<file path="src/hdl/pwm_tdc_pkg.sv">
`timescale 1ns / 1ps
// ----------------------------------------------------------------------------
// PWM tone divider package
// Field widths, register map, fixed limits and shared types of the tone
// divider and top calculator.
// ----------------------------------------------------------------------------
package pwm_tdc_pkg;

   // field widths
   localparam int CLK_W   = 29;
   localparam int FREQ_W  = 16;
   localparam int DUTY_W  = 17;
   localparam int DIV_W   = 13;
   localparam int FIELD_W = 16;

   // fixed limits
   localparam logic [DUTY_W-1:0] DUTY_ONE  = 17'd65536;
   localparam logic [DIV_W-1:0]  DIV_MAX   = 13'd8191;
   localparam logic [CLK_W-1:0]  CLK_RESET = 29'd125000000;

   // register map: one register, index taken from paddr[2]
   localparam int           CSR_ADDR_W    = 3;
   localparam logic [0:0]   REG_SYS_CLOCK = 1'b0;

   // sequencer states
   typedef enum logic [2:0] {
      ST_IDLE,
      ST_DIV1,
      ST_MUL1,
      ST_DIV2,
      ST_MUL2,
      ST_WRITE
   } state_type;

   // status of a serial arithmetic unit
   typedef struct packed {
      logic busy;
      logic done;
   } unit_stat_type;

endpackage

</file>
<file path="src/hdl/pwm_tone_divider_calc.sv">
`timescale 1ns / 1ps
// ----------------------------------------------------------------------------
// PWM tone divider and top calculator
// Turns a tone frequency and duty into a clock divider, counter top and
// compare level, using a shared serial divider and serial multiplier.
// ----------------------------------------------------------------------------
//
//  channel | dir | beat contents
//  --------+-----+-----------------------------------------------------------
//  req_    | in  | tone_freq_hz, duty_frac
//  rsp_    | out | clock_divider, counter_top, compare_level; flags in tuser
//  csr_    | in  | sys_clock_hz at byte address 0
//
//  A beat with a nonzero frequency not above the clock runs the bit-serial
//  divider (29 steps, run twice) and multiplier (17 steps, run twice) in turn
//  before its result loads; a stop or too-high beat goes straight from accept
//  to the write state. One beat is in work at a time and the next is taken in
//  the cycle after the result loads; a waiting result stalls only that hand-over.
//  Reset clears the sequencer and loads 125 MHz.
// ----------------------------------------------------------------------------
module pwm_tone_divider_calc
   import pwm_tdc_pkg::*;
#(
   parameter int TOP_BITS = 16
) (
   input  logic                   clock,
   input  logic                   reset,
   // req_tdata: [15:0] tone_freq_hz, [32:16] duty_frac, [39:33] zero
   input  logic                   req_tvalid,
   output logic                   req_tready,
   input  logic [39:0]            req_tdata,
   // rsp_tdata: [12:0] clock_divider, [28:13] counter_top,
   //            [44:29] compare_level, [47:45] zero
   output logic                   rsp_tvalid,
   input  logic                   rsp_tready,
   output logic [47:0]            rsp_tdata,
   // rsp_tuser: [0] timing_update, [1] freq_too_high
   output logic [1:0]             rsp_tuser,
   input  logic                   csr_psel,
   input  logic                   csr_penable,
   input  logic                   csr_pwrite,
   input  logic [CSR_ADDR_W-1:0]  csr_paddr,
   input  logic [31:0]            csr_pwdata,
   output logic [31:0]            csr_prdata,
   output logic                   csr_pready
);

   localparam int TW     = (TOP_BITS < CLK_W) ? TOP_BITS : CLK_W;
   localparam int AW     = (TW > DIV_W) ? TW : DIV_W;
   localparam int PW     = AW + DUTY_W;
   localparam int DVS_W  = (TOP_BITS + FREQ_W + 1 > CLK_W) ? TOP_BITS + FREQ_W + 1 : CLK_W;
   localparam logic [CLK_W-1:0] TOP_LIM = (TOP_BITS >= CLK_W) ? {CLK_W{1'b1}} :
                                          CLK_W'((64'd1 << TOP_BITS) - 64'd1);

   state_type         state_ff, state_in;
   logic [CLK_W-1:0]  clk_ff;
   logic [FREQ_W-1:0] freq_ff, freq_in;
   logic [DUTY_W-1:0] duty_ff, duty_in;
   logic [DIV_W-1:0]  pdiv_ff, pdiv_in;
   logic [FIELD_W-1:0] ptop_ff, ptop_in;
   logic [FIELD_W-1:0] plvl_ff, plvl_in;
   logic              pupd_ff, pupd_in;
   logic              phigh_ff, phigh_in;
   logic              rvalid_ff, rvalid_in;
   logic [DIV_W-1:0]  rdiv_ff, rdiv_in;
   logic [FIELD_W-1:0] rtop_ff, rtop_in;
   logic [FIELD_W-1:0] rlvl_ff, rlvl_in;
   logic              rupd_ff, rupd_in;
   logic              rhigh_ff, rhigh_in;

   logic [FREQ_W-1:0] req_freq;
   logic [DUTY_W-1:0] req_duty;
   logic [DUTY_W-1:0] duty_sat;
   logic              csr_wr;

   logic               div_start;
   logic [DVS_W-1:0]   div_divisor;
   logic [CLK_W-1:0]   div_quot;
   unit_stat_type      div_stat;
   logic               mul_start;
   logic [AW-1:0]      mul_a;
   logic [DUTY_W-1:0]  mul_b;
   logic [PW-1:0]      mul_prod;
   unit_stat_type      mul_stat;

   logic [DIV_W-1:0]   div_calc;
   logic [CLK_W-1:0]   qm1;
   logic [CLK_W-1:0]   top_sat;
   logic [PW-1:0]      lvl_shift;

   assign req_freq = req_tdata[FREQ_W-1:0];
   assign req_duty = req_tdata[FREQ_W+DUTY_W-1:FREQ_W];
   assign duty_sat = (req_duty > DUTY_ONE) ? DUTY_ONE : req_duty;

   // configuration register
   assign csr_wr     = csr_psel && csr_penable && csr_pwrite &&
                       (csr_paddr[2] == REG_SYS_CLOCK);
   assign csr_pready = 1'b1;
   assign csr_prdata = (csr_paddr[2] == REG_SYS_CLOCK) ? 32'(clk_ff) : '0;

   always_ff @(posedge clock) begin
      if (reset) begin
         clk_ff <= CLK_RESET;
      end else if (csr_wr) begin
         clk_ff <= csr_pwdata[CLK_W-1:0];
      end
   end

   // arithmetic units
   pwm_tdc_div #(
      .DW (DVS_W)
   ) u_div (
      .clock    (clock),
      .reset    (reset),
      .start    (div_start),
      .dividend (clk_ff),
      .divisor  (div_divisor),
      .quotient (div_quot),
      .stat     (div_stat)
   );

   pwm_tdc_mul #(
      .AW (AW)
   ) u_mul (
      .clock   (clock),
      .reset   (reset),
      .start   (mul_start),
      .op_a    (mul_a),
      .op_b    (mul_b),
      .product (mul_prod),
      .stat    (mul_stat)
   );

   // divider from first quotient, top from second quotient, level from product
   assign div_calc  = (div_quot >= CLK_W'(DIV_MAX)) ? DIV_MAX :
                      DIV_W'(div_quot + CLK_W'(1));
   assign qm1       = (div_quot == '0) ? '0 : div_quot - CLK_W'(1);
   assign top_sat   = (qm1 > TOP_LIM) ? TOP_LIM : qm1;
   assign lvl_shift = mul_prod >> 16;

   // sequencer: next state, unit launches and result capture
   always_comb begin
      state_in    = state_ff;
      freq_in     = freq_ff;
      duty_in     = duty_ff;
      pdiv_in     = pdiv_ff;
      ptop_in     = ptop_ff;
      plvl_in     = plvl_ff;
      pupd_in     = pupd_ff;
      phigh_in    = phigh_ff;
      rvalid_in   = rvalid_ff;
      rdiv_in     = rdiv_ff;
      rtop_in     = rtop_ff;
      rlvl_in     = rlvl_ff;
      rupd_in     = rupd_ff;
      rhigh_in    = rhigh_ff;
      req_tready  = 1'b0;
      div_start   = 1'b0;
      div_divisor = (DVS_W'(req_freq) << TOP_BITS) + DVS_W'(req_freq);
      mul_start   = 1'b0;
      mul_a       = AW'(div_calc);
      mul_b       = DUTY_W'(freq_ff);

      // drop the output beat once taken
      if (rvalid_ff && rsp_tready) begin
         rvalid_in = 1'b0;
      end

      case (state_ff)
         ST_IDLE: begin
            req_tready = 1'b1;
            if (req_tvalid) begin
               freq_in  = req_freq;
               duty_in  = duty_sat;
               pdiv_in  = '0;
               ptop_in  = '0;
               plvl_in  = '0;
               pupd_in  = 1'b0;
               phigh_in = 1'b0;
               if (req_freq == '0) begin
                  state_in = ST_WRITE;
               end else if (CLK_W'(req_freq) > clk_ff) begin
                  phigh_in = 1'b1;
                  state_in = ST_WRITE;
               end else begin
                  pupd_in   = 1'b1;
                  div_start = 1'b1;
                  state_in  = ST_DIV1;
               end
            end
         end
         ST_DIV1: begin
            if (div_stat.done) begin
               pdiv_in   = div_calc;
               mul_start = 1'b1;
               state_in  = ST_MUL1;
            end
         end
         ST_MUL1: begin
            div_divisor = DVS_W'(mul_prod[CLK_W-1:0]);
            if (mul_stat.done) begin
               div_start = 1'b1;
               state_in  = ST_DIV2;
            end
         end
         ST_DIV2: begin
            mul_a = AW'(top_sat);
            mul_b = duty_ff;
            if (div_stat.done) begin
               ptop_in   = top_sat[FIELD_W-1:0];
               mul_start = 1'b1;
               state_in  = ST_MUL2;
            end
         end
         ST_MUL2: begin
            if (mul_stat.done) begin
               plvl_in  = lvl_shift[FIELD_W-1:0];
               state_in = ST_WRITE;
            end
         end
         ST_WRITE: begin
            // hold until the output register is free
            if (!rvalid_ff || rsp_tready) begin
               rvalid_in = 1'b1;
               rdiv_in   = pdiv_ff;
               rtop_in   = ptop_ff;
               rlvl_in   = plvl_ff;
               rupd_in   = pupd_ff;
               rhigh_in  = phigh_ff;
               state_in  = ST_IDLE;
            end
         end
         default: begin
            state_in = ST_IDLE;
         end
      endcase
   end

   always_ff @(posedge clock) begin
      if (reset) begin
         state_ff  <= ST_IDLE;
         rvalid_ff <= 1'b0;
      end else begin
         state_ff  <= state_in;
         rvalid_ff <= rvalid_in;
      end
      freq_ff  <= freq_in;
      duty_ff  <= duty_in;
      pdiv_ff  <= pdiv_in;
      ptop_ff  <= ptop_in;
      plvl_ff  <= plvl_in;
      pupd_ff  <= pupd_in;
      phigh_ff <= phigh_in;
      rdiv_ff  <= rdiv_in;
      rtop_ff  <= rtop_in;
      rlvl_ff  <= rlvl_in;
      rupd_ff  <= rupd_in;
      rhigh_ff <= rhigh_in;
   end

   // output beat
   assign rsp_tvalid = rvalid_ff;
   assign rsp_tdata  = {3'b000, rlvl_ff, rtop_ff, rdiv_ff};
   assign rsp_tuser  = {rhigh_ff, rupd_ff};

   // checks
   a_flags_exclusive: assert property (@(posedge clock) disable iff (reset)
      rsp_tvalid |-> !(rsp_tuser[0] && rsp_tuser[1]))
      else $error("timing update and too-high flag both set");

   a_stop_clears_fields: assert property (@(posedge clock) disable iff (reset)
      (rsp_tvalid && !rsp_tuser[0]) |-> (rsp_tdata[44:0] == '0))
      else $error("stop result carries nonzero fields");

   a_divider_nonzero: assert property (@(posedge clock) disable iff (reset)
      (rsp_tvalid && rsp_tuser[0]) |-> (rsp_tdata[12:0] != '0))
      else $error("timing update with zero divider");

   a_busy_after_accept: assert property (@(posedge clock) disable iff (reset)
      (req_tvalid && req_tready) |=> !req_tready)
      else $error("request accepted while a beat is in work");

   a_units_not_both_busy: assert property (@(posedge clock) disable iff (reset)
      !(div_stat.busy && mul_stat.busy))
      else $error("divider and multiplier running together");

endmodule

</file>
<file path="src/hdl/pwm_tdc_div.sv">
`timescale 1ns / 1ps
// ----------------------------------------------------------------------------
// Serial restoring divider
// Produces one quotient bit per cycle for a CLK_W-bit dividend over a
// DW-bit divisor; the partial remainder never exceeds CLK_W bits.
// ----------------------------------------------------------------------------
module pwm_tdc_div
   import pwm_tdc_pkg::*;
#(
   parameter int DW = 33
) (
   input  logic                clock,
   input  logic                reset,
   input  logic                start,
   input  logic [CLK_W-1:0]    dividend,
   input  logic [DW-1:0]       divisor,
   output logic [CLK_W-1:0]    quotient,
   output unit_stat_type       stat
);

   localparam int EW    = (DW > CLK_W + 1) ? DW : CLK_W + 1;
   localparam int CNT_W = $clog2(CLK_W + 1);

   logic [EW-1:0]    dvs_ext;
   logic [CLK_W:0]   dvs_ff, dvs_in;
   logic             big_ff, big_in;
   logic [CLK_W-1:0] rem_ff, rem_in;
   logic [CLK_W-1:0] dq_ff, dq_in;
   logic [CNT_W-1:0] cnt_ff, cnt_in;
   logic             busy_ff, busy_in;
   logic             done_ff, done_in;
   logic [CLK_W:0]   trial;
   logic [CLK_W:0]   diff;
   logic             take;

   assign dvs_ext = EW'(divisor);
   assign trial   = {rem_ff, dq_ff[CLK_W-1]};
   assign diff    = trial - dvs_ff;
   assign take    = !big_ff && (trial >= dvs_ff);

   // load operands on start, then shift one quotient bit in per cycle
   always_comb begin
      dvs_in  = dvs_ff;
      big_in  = big_ff;
      rem_in  = rem_ff;
      dq_in   = dq_ff;
      cnt_in  = cnt_ff;
      busy_in = busy_ff;
      done_in = 1'b0;
      if (start) begin
         dvs_in  = dvs_ext[CLK_W:0];
         big_in  = (dvs_ext >> (CLK_W + 1)) != '0;
         rem_in  = '0;
         dq_in   = dividend;
         cnt_in  = CNT_W'(CLK_W);
         busy_in = 1'b1;
      end else if (busy_ff) begin
         rem_in = take ? diff[CLK_W-1:0] : trial[CLK_W-1:0];
         dq_in  = {dq_ff[CLK_W-2:0], take};
         cnt_in = cnt_ff - CNT_W'(1);
         if (cnt_ff == CNT_W'(1)) begin
            busy_in = 1'b0;
            done_in = 1'b1;
         end
      end
   end

   always_ff @(posedge clock) begin
      if (reset) begin
         busy_ff <= 1'b0;
         done_ff <= 1'b0;
         cnt_ff  <= '0;
      end else begin
         busy_ff <= busy_in;
         done_ff <= done_in;
         cnt_ff  <= cnt_in;
      end
      dvs_ff <= dvs_in;
      big_ff <= big_in;
      rem_ff <= rem_in;
      dq_ff  <= dq_in;
   end

   assign quotient  = dq_ff;
   assign stat.busy = busy_ff;
   assign stat.done = done_ff;

endmodule

</file>
<file path="src/hdl/pwm_tdc_mul.sv">
`timescale 1ns / 1ps
// ----------------------------------------------------------------------------
// Serial shift-add multiplier
// Walks the DUTY_W-bit multiplier one bit per cycle, LSB first; the
// accumulator shifts right so the adder stays AW+1 bits wide.
// ----------------------------------------------------------------------------
module pwm_tdc_mul
   import pwm_tdc_pkg::*;
#(
   parameter int AW = 16
) (
   input  logic                  clock,
   input  logic                  reset,
   input  logic                  start,
   input  logic [AW-1:0]         op_a,
   input  logic [DUTY_W-1:0]     op_b,
   output logic [AW+DUTY_W-1:0]  product,
   output unit_stat_type         stat
);

   localparam int CNT_W = $clog2(DUTY_W + 1);

   logic [AW-1:0]     a_ff, a_in;
   logic [DUTY_W-1:0] b_ff, b_in;
   logic [AW-1:0]     hi_ff, hi_in;
   logic [DUTY_W-1:0] lo_ff, lo_in;
   logic [CNT_W-1:0]  cnt_ff, cnt_in;
   logic              busy_ff, busy_in;
   logic              done_ff, done_in;
   logic [AW:0]       sum;

   assign sum = {1'b0, hi_ff} + (b_ff[0] ? {1'b0, a_ff} : '0);

   // add the partial product, retire one low product bit per cycle
   always_comb begin
      a_in    = a_ff;
      b_in    = b_ff;
      hi_in   = hi_ff;
      lo_in   = lo_ff;
      cnt_in  = cnt_ff;
      busy_in = busy_ff;
      done_in = 1'b0;
      if (start) begin
         a_in    = op_a;
         b_in    = op_b;
         hi_in   = '0;
         lo_in   = '0;
         cnt_in  = CNT_W'(DUTY_W);
         busy_in = 1'b1;
      end else if (busy_ff) begin
         hi_in  = sum[AW:1];
         lo_in  = {sum[0], lo_ff[DUTY_W-1:1]};
         b_in   = b_ff >> 1;
         cnt_in = cnt_ff - CNT_W'(1);
         if (cnt_ff == CNT_W'(1)) begin
            busy_in = 1'b0;
            done_in = 1'b1;
         end
      end
   end

   always_ff @(posedge clock) begin
      if (reset) begin
         busy_ff <= 1'b0;
         done_ff <= 1'b0;
         cnt_ff  <= '0;
      end else begin
         busy_ff <= busy_in;
         done_ff <= done_in;
         cnt_ff  <= cnt_in;
      end
      a_ff  <= a_in;
      b_ff  <= b_in;
      hi_ff <= hi_in;
      lo_ff <= lo_in;
   end

   assign product   = {hi_ff, lo_ff};
   assign stat.busy = busy_ff;
   assign stat.done = done_ff;

endmodule

</file>
<file path="config.mk">
export PLATFORM = sky130hd
export DESIGN_NAME = pwm_tone_divider_calc
export DESIGN_NICKNAME = d
export VERILOG_FILES = /design/src/hdl/pwm_tdc_pkg.sv /design/src/hdl/pwm_tone_divider_calc.sv /design/src/hdl/pwm_tdc_div.sv /design/src/hdl/pwm_tdc_mul.sv
export SDC_FILE = /design/constraint.sdc
export NUM_CORES = 1
export LEC_CHECK = 0
export BUFFER_PORTS_ARGS = -buffer_cell sky130_fd_sc_hd__clkbuf_2
export CAP_MARGIN = 15
export CORE_MARGIN = 2
export CORE_UTILIZATION = 32
export CTS_CLUSTER_DIAMETER = 200
export DETAILED_ROUTE_END_ITERATION = 12
export HOLD_SLACK_MARGIN = 0.12
export PLACE_DENSITY = 0.53
export REMOVE_ABC_BUFFERS = 1
export SYNTH_ARGS = -nofsm -noshare
export SYNTH_HDL_FRONTEND = slang
export SYNTH_SLANG_ARGS = --single-unit
export TNS_END_PERCENT = 50
</file>
<file path="constraint.sdc">
create_clock -name clock -period 5.49 [get_ports clock]
set_input_delay 0.8235 -clock clock [delete_from_list [all_inputs] [get_ports clock]]
set_output_delay 0.8235 -clock clock [all_outputs]
set_load 0.03 [all_outputs]
</file>
==> flow_summary.yaml, run 1 <==
timing:
  fin_crit_sh_pct: 71.12
  drv_slew: 0
  fin_crit_ps: 3905
  rsz0062_at_grt: "no"
  hold_viol_final: 0
  setup_viol: 0
  max_slew_margin_pct: 25.49
  max_clock_freq_ghz: 0.2561
  final.setup_skew_ps: 19.33
  worstMarginPinSlew_ps: 1118
  finalSetupTns_ps: 0
setup_path:
  crit_chain: "buf_4 -> inv_1 -> ha_1 -> fa_1 -> nor2b_1 -> o21bai_1 -> a21boi_0 -> o21ai_0 -> o211ai_1 -> a2bb2oi_4 -> buf_4 -> or3b_1 -> a211oi_1"
  required_ps: 5950
  rr_worst_depth: 13
  startpoint_type: "flip-flop"
  worstPathArrival_ps: 4360
  worst_path_max_delay_cell: "a21boi_0"
  crit_path_end_kind: "flip-flop"
  max_stage_delay_ps: 580
  critPathKind: "reg2reg"
  critPathMaxFanout: 30
  cp_num_cells: 13
  path_common_cell: "buf_4"
  cp.buffers_inverters: 3
  cp_top_family: "compound AO/OA/AOI/OAI gates"
grt:
  grt_usage_pct: 16.28
  grt_max_degree: 68
  grt_pass1_wl_um: 68190
  overflow: 0
  grt_pass1_vias: 11900
  antenna_found_initial: 1
clocking:
  clock-sinks: 329
  ctsLongestPathBuffers: 3
  htreeDepth: 2
  path_clk_slew_ps: 60
  clock_latency_ps: 560
  root_buffer: "clkbuf_16"
  tritoncts: "built"
  postCtsHoldBufs: 0
  cts_made_buffers: 38
  post_cts_buffers: 0
  ctsResizeCount: 0
final_layout:
  nets: 1893
  design_area_mm2: 0.01915
  n_antenna_cell: 0
  area_delta_synth_final_pct: 15.80
  finish.utilization_pct: 37.41
  drive_above_1_share_pct: 15.54
synth:
  synth_edf_count: 220
  syn_area_per_cell_um2: 10.22
  synthDistinctLibCells: 83
  synth_area_mm2: 0.01654
  ys_warn_count: 0
  synth_seq_area_share_pct: 53.14
  synth_seq_cells: 329
  synthesis.instances: 1619
  ys.flop_type: "edfxtp_1"
  async_flop_share_pct: 0
route:
  ant_nets: 0
  drtIter0Drc: 902
  drt-vias-per-instance: 5.008
  wire_per_inst_um: 17.75
  drc: 0
  num_vias: 12270
  firstDrtPassIters: 5
  routed_wirelength_um: 43490
floorplanning:
  core_area_mm2: 0.05120
  die_x_um: 231.3
  rows: 83
  die_y_um: 231.3
  io-pin-count: 167
  dieArea_mm2: 0.05352
  start_util_pct: 32.31
min_path:
  hold_depth: 0
  hold_path_class: "reg2reg"
placed_design:
  globalplace.congestion: 0.8879
  io_buffers: 147
  place_area_mm2: 0.01792
  hpwlAfterDp_um: 31470
power_and_ir_drop:
  irDropWorstVdd_v: 0.0001843
  power_per_cell_area_mw_per_mm2: 329.2
  leakagePower_uw: 0.007470
  power_uw: 6305
run_status:
  outcome: "finished clean"
run:
  cap_viol_max_count: 0
flip-flops by register name (all words and copies together), names as in the netlist, 3 cells and up:
register	cells
u_mul.cnt_ff	5
rlvl_ff	16
u_mul.a_ff	16
u_div.dvs_ff	30
rdiv_ff	13
u_div.quotient	29
rtop_ff	16
u_mul.lo_ff	17
u_mul.hi_ff	16
u_div.rem_ff	29
ptop_ff	16
duty_ff	17
plvl_ff	16
freq_ff	16
u_mul.b_ff	17
state_ff	3
pdiv_ff	13
clk_ff	29
u_div.cnt_ff	5
where the power goes:
part | leakage (µW) | switching (µW) | internal, µW
clock | 0.000580 | 1020 | 1420
sequential | 0.00295 | 133 | 2800
combinational | 0.00394 | 555 | 375
logic make-up (layout without fill, tap and decap cells):
group	after synthesis	in the layout	share of synthesized area, %
XOR/XNOR	55	55	2.912
flip-flops	329	329	53.14
AO/OA/AOI/OAI	328	328	12.84
AND/OR/NAND/NOR	602	602	17.76
other	2	7	0.04541
buffers and inverters	177	323	4.372
adder cells (fa/ha/maj)	70	70	5.386
multiplexers	56	56	3.548
synthesized netlist by cell type, types with 3 or more instances:
cell         n  area [µm²]
o21bai_1     7       52.55
and2_1      35       219.0
o22ai_1     19       118.9
a21boi_0     5       37.54
o31a_1       6       52.55
dfxtp_1    109        2182
o211ai_1     6       45.04
edfxtp_1   220        6606
buf_1        4       15.01
or4_1        4       30.03
xnor2_1     36       315.3
a21oi_1    107       535.5
nor3_1      36       180.2
nand3_1     22       110.1
clkbuf_1    65       244.0
mux2_2      21       236.5
o31ai_1      5       37.54
nor3b_1      4       30.03
or3_1       12       75.07
mux2i_1     35       350.3
and3_1       9       56.30
nor2_1     160       600.6
nand2b_1     7       43.79
o21a_1       8       60.06
o21ai_0     57       285.3
nand4_1     17       106.4
a211o_1      6       52.55
buf_4        9       67.56
nand3b_1     9       67.56
a21o_1      18       135.1
a31o_2       6       52.55
inv_1       87       326.6
buf_2        8       40.04
a2111oi_0    3       26.28
a221o_1      3       30.03
nor2b_1     45       281.5
ha_1        68       850.8
or2_2        6       37.54
xor2_1      19       166.4
a211oi_1    36       270.3
nand2_1    197       739.5
a31oi_1     11       68.82
nor4_1      18       112.6
stage by stage:
step           setup WS [ps]  std cells  hold slack (ps)
2_1_floorplan          -1964       1536            400.3
6_report                1585       2450            416.9
5_1_grt                 1260       2450            424.1
3_3_place_gp            1444       2379            406.1
4_1_cts                 1565       2448            418.7
3_5_place_dp            1442       2379            404.5
metal layers:
metal  global-route usage, %  wire [µm]  vias to the layer above
li1                        -          -                     6022
met1                   21.40      19720                     5850
met2                   26.50      20110                      327
met3                   3.174       2439                       69
met4                   6.129       1212                        2
met5                       0         12                        -
worst register-to-register path, cell delays in order (launching register included):
cell and delay, ps:
edfxtp_1 320, buf_4 160, inv_1 50, ha_1 220, fa_1 390, nor2b_1 240, o21bai_1 120, a21boi_0 580
o21ai_0 230, o211ai_1 260, a2bb2oi_4 310, buf_4 320, or3b_1 400, a211oi_1 200
final timing paths:
check                                    start                       endpoint  slack (ps)
setup / recovery  u_div.quotient[28]$_DFFE_PP_  u_div.rem_ff[21]$_SDFFE_PP0P_        1590
hold / removal        plvl_ff[7]$_SDFFCE_PN0P_           rlvl_ff[7]$_DFFE_PP_         420
setup reg to reg  u_div.quotient[28]$_DFFE_PP_  u_div.rem_ff[21]$_SDFFE_PP0P_        1590
hold reg to reg       plvl_ff[7]$_SDFFCE_PN0P_           rlvl_ff[7]$_DFFE_PP_         420
area by class of cell:
| type | instances | area, µm² |
|---|---|---|
| Multi-Input combinational cell | 1118 | 7088 |
| Inverter | 89 | 334.1 |
| Clock buffer | 53 | 1079 |
| Timing Repair Buffer | 165 | 898.4 |
| Tap cell | 680 | 850.8 |
| Fill cell | 5106 | 32040 |
| Clock inverter | 16 | 113.9 |
| Sequential cell | 329 | 8790 |
placed cells by master, fill, tap and decap left out, drive strengths merged, types with 8 or more instances in the layout:
master and instances:
buf 18, a21o 18, and2 36, clkbuf 200, or2 8, nor4 20
mux2 21, or3 13, clkinv 12, edfxtp 220, nand3 23, xnor2 36
nor2b 45, a211oi 37, nor3 38, ha 68, o21a 8, nand3b 9
nand4 17, a31oi 12, dfxtp 109, a21oi 108, inv 90, nor2 160
mux2i 35, and3 10, o22ai 19, nand2 197, o21ai 59, xor2 19
Power figures use the tool's default switching activity.
==> inputs of run 2 (changes only) <==
- PLACE_DENSITY: 0.53 -> 0.54
- clock period: 5.49 -> 3.5 ns (I/O delays scaled with it)
==> run 2 against run 1 <==
Compared with the run above: critical path depth fell by 3; sequential power rose by 56%; design area rose by 2.6%; largest power group unchanged; combinational power rose by 68%; power rose by 61%.
==> flow_summary.yaml, run 2 (synthesis gave the netlist of run 1 again) <==
timing:
  hold_viol_final: 0
  finalSetupTns_ps: 0
  fin_ws_ps: 242.8
  drv_slew: 0
  worstMarginPinSlew_ps: 1009
  hold_ws_ps: 185.8
  max_clock_freq_ghz: 0.3070
  rsz0062_at_grt: "no"
  setup_viol: 0
  final.setup_skew_ps: 19.52
  fin_crit_ps: 3257
  max_slew_margin_pct: 32.76
  fin_crit_sh_pct: 93.06
setup_path:
  critPathMaxFanout: 11
  setup.worst_path.start: "u_div.quotient[13]$_DFFE_PP_"
  crit_path_end_kind: "flip-flop"
  worstPathArrival_ps: 3540
  critPathKind: "reg2reg"
  r2r_start: "u_div.quotient[13]$_DFFE_PP_"
  required_ps: 3780
  startpoint_type: "flip-flop"
route:
  drtIter0Drc: 744
  routed_wirelength_um: 43750
  wire_per_inst_um: 17.51
  drt-vias-per-instance: 4.911
  firstDrtPassIters: 4
  num_vias: 12270
  ant_nets: 0
  drc: 0
floorplanning:
  die_y_um: 231.3
  rows: 83
  core_area_mm2: 0.05120
  dieArea_mm2: 0.05352
  die_x_um: 231.3
  start_util_pct: 32.31
  io-pin-count: 167
power_and_ir_drop:
  p_int_uw: 7450
  switchingPower_uw: 2710
  irDropWorstVdd_v: 0.0002855
  p_comb_share_pct: 15.3
  leakagePower_uw: 0.007775
  power_per_cell_area_mw_per_mm2: 517.2
  pwr-share-clk_pct: 39.7
  swShare_pct: 26.67
  seqPwrFrac_pct: 45.0
final_layout:
  nets: 1941
  largest_reg_flops: 30
  drive_above_1_share_pct: 18.09
  fill_cells: 5072
  layout_commonest_cell: "edfxtp_1"
  n_antenna_cell: 0
  layout_common_cells: "220 x edfxtp_1, 197 x nand2_1, 160 x nor2_1"
  largest_register: "u_div.dvs_ff"
  area_delta_synth_final_pct: 18.78
  design_area_mm2: 0.01965
grt:
  grt_pass1_vias: 12010
  antenna_found_initial: 3
  grt_max_degree: 69
  grt_pass1_wl_um: 68210
  overflow: 0
  grt_usage_pct: 16.24
run:
  cap_viol_max_count: 0
clocking:
  htreeDepth: 2
  clock_latency_ps: 550
  cts_made_buffers: 38
  path_clk_slew_ps: 60
  clock-sinks: 329
  ctsResizeCount: 0
  root_buffer: "clkbuf_16"
  tritoncts: "built"
  ctsLongestPathBuffers: 3
placed_design:
  globalplace.congestion: 0.8923
  io_buffers: 147
  dp_slack_ps: 176.6
  hpwlAfterDp_um: 32480
  place_area_mm2: 0.01835
run_status:
  outcome: "finished clean"
min_path:
  min_from: "csr_pwdata[21]"
  hold_path_class: "in2reg"
==> run 2: power groups by stage <==
stage	registers, µW	clock network (µW)	logic [µW]
after floorplan	4620	0	1070
after global placement	4650	0	1530
after detailed placement	4660	0	1550
after CTS	4580	4160	1550
after global routing	4600	4300	1740
final	4570	4030	1560
==> run 2: final cells by class <==
class / instances / area [µm²] / area share (%)
clock buffers: 52 / 1129 / 5.745
inverters: 89 / 334.1 / 1.701
multi-input cells: 1118 / 7088 / 36.08
repair buffers: 213 / 1306 / 6.649
flip-flops and latches: 329 / 8790 / 44.74
clock inverters: 18 / 147.6 / 0.7515
well taps: 680 / 850.8 / 4.331
==> run 2: repair_timing <==
item	in CTS	in global routing
endpoints found under the setup margin	0	1
hold endpoints to repair	0	0
hold buffers	0	0
buffers inserted	0	3
==> run 2: per-layer routing <==
metal | share of wire (%) | GRT usage, % | routed length [µm]
met1 | 45 | 21.18 | 19770
met2 | 46 | 26.47 | 20330
met3 | 5.1 | 3.593 | 2210
met4 | 3.2 | 5.766 | 1392
met5 | 0.094 | 0 | 41
==> run 2: final timing paths <==
check                                   to  slack (ps)  cells after the start
setup / recovery  u_mul.a_ff[12]$_DFFE_PP_         240                     10
hold / removal     clk_ff[21]$_SDFFE_PP1P_         190                      3
setup reg to reg  u_mul.a_ff[12]$_DFFE_PP_         240                     10
hold reg to reg       rlvl_ff[7]$_DFFE_PP_         420                      0
==> run 2: through the flow <==
stage | cells | total power [µW] | util, %
2_1_floorplan | 1536 | 5685 | -
3_3_place_gp | 2426 | 6179 | 35.83
3_5_place_dp | 2426 | 6201 | 35.83
4_1_cts | 2496 | 10280 | 38.33
5_1_grt | 2499 | 10640 | 38.37
6_report | 2499 | 10160 | 38.37
==> run 2: worst max-delay path, cell delays in order (launching register included) <==
cell,delay (ps)
edfxtp_1,440
or3_4,440
nor4b_2,220
buf_4,230
nand3_2,120
or3_1,340
a221oi_2,270
and4bb_1,480
a31oi_4,80
a211oi_2,230
mux2i_1,130
